$ cat config.mk
export PLATFORM = sky130hd
export DESIGN_NAME = sbst_prep
export DESIGN_NICKNAME = d
export VERILOG_FILES = /design/src/rtl/sbst_pkg.sv /design/src/rtl/sbst_prep.sv
export SDC_FILE = /design/constraint.sdc
export NUM_CORES = 2
export LEC_CHECK = 0
export BUFFER_PORTS_ARGS = -buffer_cell sky130_fd_sc_hd__buf_2
export CAP_MARGIN = 20
export CORE_AREA = 3 3 346 348
export CTS_CLUSTER_SIZE = 28
export DETAILED_ROUTE_END_ITERATION = 6
export DIE_AREA = 0 0 349 351
export PLACE_DENSITY = 0.63
export SYNTH_ARGS = -nofsm -noshare
export SYNTH_HDL_FRONTEND = slang
export SYNTH_SLANG_ARGS = --single-unit
$ cat constraint.sdc
create_clock -name clk -period 14.7 [get_ports clk]
set_clock_uncertainty 0.05 [all_clocks]
set_input_delay 2.94 -clock clk [delete_from_list [all_inputs] [get_ports clk]]
set_output_delay 2.94 -clock clk [all_outputs]
set_load 0.02 [all_outputs]
$ cat src/rtl/sbst_pkg.sv
// ----------------------------------------------------------------------------
// sbst_pkg
// Shared types and constants for the segment versus box slab test.
// ----------------------------------------------------------------------------
`default_nettype none

package sbst_pkg;

  // Default coordinate width in bits.
  localparam int COORD_WIDTH_DEF = 32;

  // Fraction bits of the entry parameter and width of the result field.
  localparam int T_FRAC  = 16;
  localparam int ENTRY_W = T_FRAC + 1;

  // Entry parameter for a crossing at exactly t = 1.
  localparam logic [ENTRY_W-1:0] ENTRY_ONE = ENTRY_W'(1) << T_FRAC;

  // Control bits that travel down the pipeline with each transaction.
  typedef struct packed {
    logic valid;
    logic miss;
  } sbst_ctl_t;

endpackage

`default_nettype wire

$ cat src/rtl/sbst_prep.sv
// ----------------------------------------------------------------------------
// sbst_prep
// Per-axis slab setup: differences, direction sign, crossing order, clamp.
// ----------------------------------------------------------------------------
`default_nettype none

module sbst_prep #(
  parameter  int CW = 32,
  localparam int DW = CW + 1
) (
  input  wire logic                  clk,
  input  wire logic                  rst_n,
  input  wire logic                  en,
  input  wire sbst_pkg::sbst_ctl_t   ctl_i,
  input  wire logic signed [CW-1:0]  s_i  [3],
  input  wire logic signed [CW-1:0]  e_i  [3],
  input  wire logic signed [CW-1:0]  mn_i [3],
  input  wire logic signed [CW-1:0]  mx_i [3],
  output sbst_pkg::sbst_ctl_t        ctl_o,
  output logic signed [DW-1:0]       lo_num_o [3],
  output logic signed [DW-1:0]       lo_den_o [3],
  output logic signed [DW-1:0]       hi_num_o [3],
  output logic signed [DW-1:0]       hi_den_o [3]
);
  import sbst_pkg::*;

  logic signed [DW-1:0] a_nxt [3];
  logic signed [DW-1:0] b_nxt [3];
  logic signed [DW-1:0] den_nxt [3];
  logic [2:0]           par_nxt;
  logic [2:0]           pmiss_nxt;

  logic signed [DW-1:0] a_r [3];
  logic signed [DW-1:0] b_r [3];
  logic signed [DW-1:0] den_r [3];
  logic [2:0]           par_r;
  sbst_ctl_t            ctl1_r;
  sbst_ctl_t            ctl2_r;

  logic signed [DW-1:0] lo_num_r [3];
  logic signed [DW-1:0] lo_den_r [3];
  logic signed [DW-1:0] hi_num_r [3];
  logic signed [DW-1:0] hi_den_r [3];

  // Stage one: differences at full width, direction made positive.
  always_comb begin
    logic signed [DW-1:0] s, e, mn, mx, d, a, b;
    for (int k = 0; k < 3; k++) begin
      s  = {s_i[k][CW-1], s_i[k]};
      e  = {e_i[k][CW-1], e_i[k]};
      mn = {mn_i[k][CW-1], mn_i[k]};
      mx = {mx_i[k][CW-1], mx_i[k]};
      d  = e - s;
      a  = mn - s;
      b  = mx - s;
      par_nxt[k]   = (d == '0);
      pmiss_nxt[k] = (d == '0) && ((s < mn) || (s > mx));
      if (d < 0) begin
        a_nxt[k]   = -a;
        b_nxt[k]   = -b;
        den_nxt[k] = -d;
      end else begin
        a_nxt[k]   = a;
        b_nxt[k]   = b;
        den_nxt[k] = d;
      end
    end
  end

  // Control registers for both stages.
  always_ff @(posedge clk) begin
    if (!rst_n) begin
      ctl1_r <= '0;
      ctl2_r <= '0;
    end else if (en) begin
      ctl1_r.valid <= ctl_i.valid;
      ctl1_r.miss  <= ctl_i.miss | (|pmiss_nxt);
      ctl2_r       <= ctl1_r;
    end
  end

  // Stage one payload.
  always_ff @(posedge clk) begin
    if (en) begin
      a_r   <= a_nxt;
      b_r   <= b_nxt;
      den_r <= den_nxt;
      par_r <= par_nxt;
    end
  end

  // Stage two: order the crossings and clamp against [0,1].
  always_ff @(posedge clk) begin
    logic signed [DW-1:0] lo, hi;
    if (en) begin
      for (int k = 0; k < 3; k++) begin
        lo = (a_r[k] < b_r[k]) ? a_r[k] : b_r[k];
        hi = (a_r[k] < b_r[k]) ? b_r[k] : a_r[k];
        if (!par_r[k] && (lo > 0)) begin
          lo_num_r[k] <= lo;
          lo_den_r[k] <= den_r[k];
        end else begin
          lo_num_r[k] <= '0;
          lo_den_r[k] <= DW'(1);
        end
        if (!par_r[k] && (hi < den_r[k])) begin
          hi_num_r[k] <= hi;
          hi_den_r[k] <= den_r[k];
        end else begin
          hi_num_r[k] <= DW'(1);
          hi_den_r[k] <= DW'(1);
        end
      end
    end
  end

  assign ctl_o    = ctl2_r;
  assign lo_num_o = lo_num_r;
  assign lo_den_o = lo_den_r;
  assign hi_num_o = hi_num_r;
  assign hi_den_o = hi_den_r;

endmodule

`default_nettype wire

# == Word level (Yosys, flattened, before mapping) ==
# Index checks and enable logic that the tools add are counted.
# W data, S select, Z words.
# word_totals
elab_cells,97
register_bits,700
input_bits,389
out_inout_bits,398
# classes
n_reduce_logical,19
order_cmp,18
addsub,18
mux,15
bitwise,1
# op_table
cell,n
$mux W33,15
$neg A33 Y33,9
$sub A32 B32 Y33,9
$lt A33 B33 Y1,6
$gt A33 B1 Y1 const B,3
$logic_not A33 Y1,3
$lt A33 B1 Y1 const B,3
$gt A32 B32 Y1,3
$lt A32 B32 Y1,3
$logic_and A1 B1 Y1,9
$logic_not A1 Y1,3
$logic_or A1 B1 Y1,3
$reduce_or A3 Y1,1
$or A1 B1 Y1,1

# == Longest topological paths before layout ==
# depth
word_depth,5
depth_mapped,28
ltp_nobuf,24

# == Worst setup path after synthesis ==
# OpenSTA, ideal clock, no wires.
# synth_path
path_kind,in2reg
startpoint,in e_i[32] (netlist bit)
endpoint,"reg den_r[65] (netlist bit), data pin"
path_buffers,0
setup_ns,0.255
required_ns,14.395
path_stages,17
t_arrival_ns,6.771
slack_ns,7.624
path_cell_list,inv_1 ha_1 inv_1 fa_1 a211o_1 a211oi_1 o21ai_0 a2111oi_0 a311oi_1 a2111oi_0 nand4b_1 nor2_1 inv_1 or4_1 nor3_1 ha_1 and2_1
# synth_between
elab_chain_len,3
elab_cells_between_ends,4
cone_classes,2 x add/sub; 1 x order compare; 1 x mux
# synth_lines
element,line_no,rtl
from (decl),sbst_prep.sv:16,"input wire logic signed [CW-1:0] e_i [3],"
$sub A32 B32 Y33 *,sbst_prep.sv:53,d = e - s;
$neg A33 Y33 / $lt A33 B1 Y1 (equally long branches),"sbst_prep.sv:61, sbst_prep.sv:58",
$mux W33 *,sbst_prep.sv:58,if (d < 0) begin
to (signal assigned),sbst_prep.sv:87,den_r <= den_nxt;
to (decl),sbst_prep.sv:35,logic signed [DW-1:0] den_r [3];
# Every way passes the cells marked *; elsewhere a longest branch is shown, timed or not.
# A chain may end at the register's enable or synchronous reset.

# == Final worst setup path ==
# layout_path
startpoint,reg a_r[35] (netlist bit)
endpoint,"reg hi_den_r (netlist bit hi_den_o[41]), data pin"
# layout_between
elab_chain_len,4
# layout_lines
element,line_no,rtl
from (decl),sbst_prep.sv:33,logic signed [DW-1:0] a_r [3];
from (signal assigned),sbst_prep.sv:85,a_r <= a_nxt;
$lt A33 B33 Y1,sbst_prep.sv:98,hi = (a_r[k] < b_r[k]) ? b_r[k] : a_r[k];
$mux W33 *,sbst_prep.sv:98,
$lt A33 B33 Y1 *,sbst_prep.sv:106,if (!par_r[k] && (hi < den_r[k])) begin
$logic_and A1 B1 Y1 *,sbst_prep.sv:106,
"to (signal, indexed assignment)",sbst_prep.sv:108,hi_den_r[k] <= den_r[k];
to (decl),sbst_prep.sv:43,logic signed [DW-1:0] hi_den_r [3];
# Marks and branches as above.

==> impl_metrics.py <==
metrics = {
    "sta": {
        "fin_ws_ns": 6.11,
        "setup_viol": 0,
        "rsz0062_at_grt": "false",
        "finalCritPeriodShare_pct": 58.5,
        "slew_violations": 0,
        "tns_ns": 0,
        "timing.fmax_mhz": 116,
        "layout_min_cycle_time_ns": 8.59,
        "holdWs_ns": 0.471,
        "worstMarginPinSlew_ns": 1.31,
        "slew_headroom_pct": 12.5,
        "hold_viol": 0,
    },
    "clock_network": {
        "cts_max_path_buffers": 3,
        "cts.sinks": 700,
        "cts_tree": "yes",
        "path_clk_slew_ns": 0.06,
        "cts_resized": 0,
        "postCtsHoldBufs": 0,
        "clock_latency_ns": 0.68,
        "postCtsSetupRepairBufs": 0,
        "cts_root_buf": "clkbuf_16",
        "cts_made_buffers": 82,
        "ctsHtreeMaxLevel": 3,
    },
    "logic_synthesis": {
        "synth.area.top_cells": "edfxtp_1, ha_1, xnor2_1",
        "yosysSeqAreaShare_pct": 39.1,
        "synthArstFlopShare_pct": 0,
        "syn_inst": 5776,
        "syn_area_um2": 53700,
        "synth_warnings": 0,
        "ys_types": 96,
        "synth_top_area_share_pct": 38.9,
        "dominantRegCellSynth": "edfxtp_1",
        "synth_edf_count": 696,
        "avgSynthCellArea_um2": 9.30,
        "synth_area_leader_cell": "edfxtp_1",
        "ys_ff_latch": 700,
    },
    "floorplanning": {
        "dieHeight_um": 351,
        "start_util_pct": 46.1,
        "placementRows": 125,
        "ios": 787,
        "die-width_um": 349,
        "core_um2": 117000,
        "die_area_um2": 122000,
    },
    "drt": {
        "num_vias": 47800,
        "wl_mm": 200,
        "wire_per_inst_um": 24.7,
        "ant_nets": 0,
        "drt_iter0_markers": 4416,
        "dr.pass1.iters": 6,
        "drc": 0,
        "vias_per_cell": 5.92,
    },
    "global_route": {
        "antenna_found_initial": 22,
        "grt_max_degree": 167,
        "first_global_vias": 45600,
        "groute.usage.overall_pct": 31.2,
        "grt_first_pass_wirelength_mm": 287,
        "global_route.overflow_total": 0,
    },
    "worst_setup_path": {
        "worst_path_most_repeated_cell": "a21o_1",
        "start_kind": "flip-flop",
        "cp.arrival_ns": 9.01,
        "critPathKind": "flip-flop to flip-flop",
        "worst_path_max_delay_cell": "a2111oi_1",
        "crit_required_ns": 15.12,
        "cpPeakStageDelay_ns": 1.11,
        "cp_cell_sequence": "ha_1 > a21o_1 > a21o_1 > a211oi_1 > o21ai_0 > a2111oi_1 > nor3_1 > or2_2 > xnor2_2 > buf_4 > o21ai_0 > ha_1 > a21o_1 > a21o_1 > a21oi_1 > nor2b_1 > o211ai_1 > a311oi_1 > or4_1 > a21oi_1 > xnor2_1 > nand2b_2 > nor2_1",
        "end_kind": "flip-flop",
        "path_max_fanout": 73,
    },
    "power": {
        "vdd_drop_max_uv": 137,
        "p_per_area_nw_per_um2": 157,
        "p_leak_nw": 27.0,
    },
    "layout": {
        "multi_input_area_um2": 30500,
        "final_area_um2": 61900,
        "syn_to_final_growth_pct": 15.3,
        "nFillCells": 10700,
        "nets": 7362,
        "drive_gt1_share_pct": 16.6,
        "final_core_utilization_pct": 53.1,
        "seqCellArea_um2": 21000,
    },
    "placed_design": {
        "dp_hpwl_mm": 164,
        "placed_cell_area_um2": 59100,
        "place.gp.congestion": 1.02,
        "dp_slack_ns": 6.32,
        "port_buffers": 786,
    },
    "hold_path": {
        "min-delay-path-class": "flip-flop to flip-flop",
    },
    "run_status": {
        "status": "completed",
    },
    "run": {
        "cap_viol_max_count": 0,
    },
}
==> power by group <==
group / internal [mW] / switching (mW) / total (mW)
logic: 1.54 / 2.88 / 4.41
registers: 2.85 / 0.309 / 3.16
clock network: 1.22 / 0.894 / 2.12
total: 5.61 / 4.08 / 9.69
==> kinds of logic (layout without fill, tap and decap cells) <==
| group | after synthesis | after routing | share of synthesized area, % |
|---|---|---|---|
| adder cells (fa/ha/maj) | 501 | 501 | 11.8 |
| flip-flops | 700 | 700 | 39.1 |
| other | 1 | 18 | 0.00698 |
| AND/OR/NAND/NOR | 1878 | 1878 | 17.1 |
| multiplexers | 108 | 108 | 2.17 |
| buffers and inverters | 619 | 1380 | 4.38 |
| AO/OA/AOI/OAI | 1452 | 1452 | 17.1 |
| XOR/XNOR | 517 | 517 | 8.43 |
==> cell type report <==
cell class              instances  share of cell area, %
clock buffers                  96                   3.40
clock inverters                55                   1.09
diodes                         15                 0.0607
multi-input cells            4459                   49.2
flip-flops and latches        700                   33.9
repair buffers                816                   6.76
well taps                    1524                   3.08
inverters                     413                   2.50
==> synth_stat cells, drive strengths merged (14+ instances only) <==
cell type,number
a2111oi,15
xnor2,333
nor4,91
nor2,566
o211ai,44
nand2b,100
nand2,426
xor2,184
o21a,47
nor3,156
or2,29
edfxtp,696
o21ai,295
and3,38
inv,413
a21o,186
and2,66
buf,33
a21oi,489
clkbuf,173
nand4,107
or4,23
mux2,68
a31oi,78
o41ai,14
nor2b,58
nand3,101
o31ai,44
mux2i,40
nor3b,20
or3,39
o21bai,41
a211oi,42
ha,492
==> sequential cells by signal, summed over array words and instances, names as in the netlist <==
| signal | cells |
|---|---|
| ctl1_r | 2 |
| lo_num_o | 99 |
| lo_den_o | 99 |
| ctl_o | 2 |
| par_r | 3 |
| a_r | 99 |
| den_r | 99 |
| hi_num_o | 99 |
| hi_den_o | 99 |
| b_r | 99 |
==> metrics by stage <==
stage / instances / total power, mW
after CTS: 8063 / 9.68
after detailed placement: 7912 / 7.54
after global routing: 8068 / 10.2
after floorplan: 5778 / 6.04
after global placement: 7912 / 7.48
final: 8078 / 9.69
==> critical path: cells and delay by family (launching register included) <==
kind / cells / cell delay, ns
compound gates: 12 / 3.42
xor+xnor: 2 / 0.98
fa+ha+maj: 2 / 0.70
buf+inv: 1 / 0.67
flops: 1 / 0.50
simple gates: 6 / 2.01
==> cells in the final DEF, fill, tap and decap left out, types with 15 or more instances in the layout <==
cell,synthesis,final
a21oi_1,488,488
edfxtp_1,696,696
nor2b_1,58,57
diode_2,0,15
a211oi_1,40,40
nand2b_1,100,99
or2_2,29,29
and3_1,38,38
o21a_1,47,46
or3_1,39,39
o21ai_0,295,295
clkbuf_16,0,82
nand2_1,426,426
or4_1,21,21
ha_1,492,492
nor3b_1,20,20
a31oi_1,78,78
nand4_1,107,107
o31ai_1,44,44
inv_1,411,411
xor2_1,184,183
mux2i_1,40,40
buf_2,3,785
nor3_1,155,155
nor2_1,566,566
buf_4,4,29
nand3_1,101,101
and2_1,65,65
xnor2_1,333,329
nor4_1,90,90
mux2_2,68,68
o21bai_1,41,40
a21o_1,186,186
o211ai_1,44,44
==> routing by layer <==
| metal | GRT usage (%) | up-vias | wire length (um) |
|---|---|---|---|
| met5 | 0 | - | 85 |
| met4 | 12.1 | 12 | 7920 |
| met3 | 4.25 | 323 | 14600 |
| met2 | 50.0 | 1953 | 89900 |
| met1 | 42.8 | 23000 | 87200 |
| li1 | - | 22500 | - |
==> path summary, 6_finish.rpt <==
check	start	depth (start not counted)	endpoint	slack, ns
hold / removal	ctl_o[1]$_SDFFE_PN0P_	2	ctl_o[1]$_SDFFE_PN0P_	0.47
setup / recovery	a_r[35]$_DFFE_PP_	23	hi_den_o[41]$_SDFFCE_PN0P_	6.11
hold reg to reg	ctl_o[1]$_SDFFE_PN0P_	2	ctl_o[1]$_SDFFE_PN0P_	0.47
setup reg to reg	a_r[35]$_DFFE_PP_	23	hi_den_o[41]$_SDFFCE_PN0P_	6.11
(Power assumes the default switching activity.)
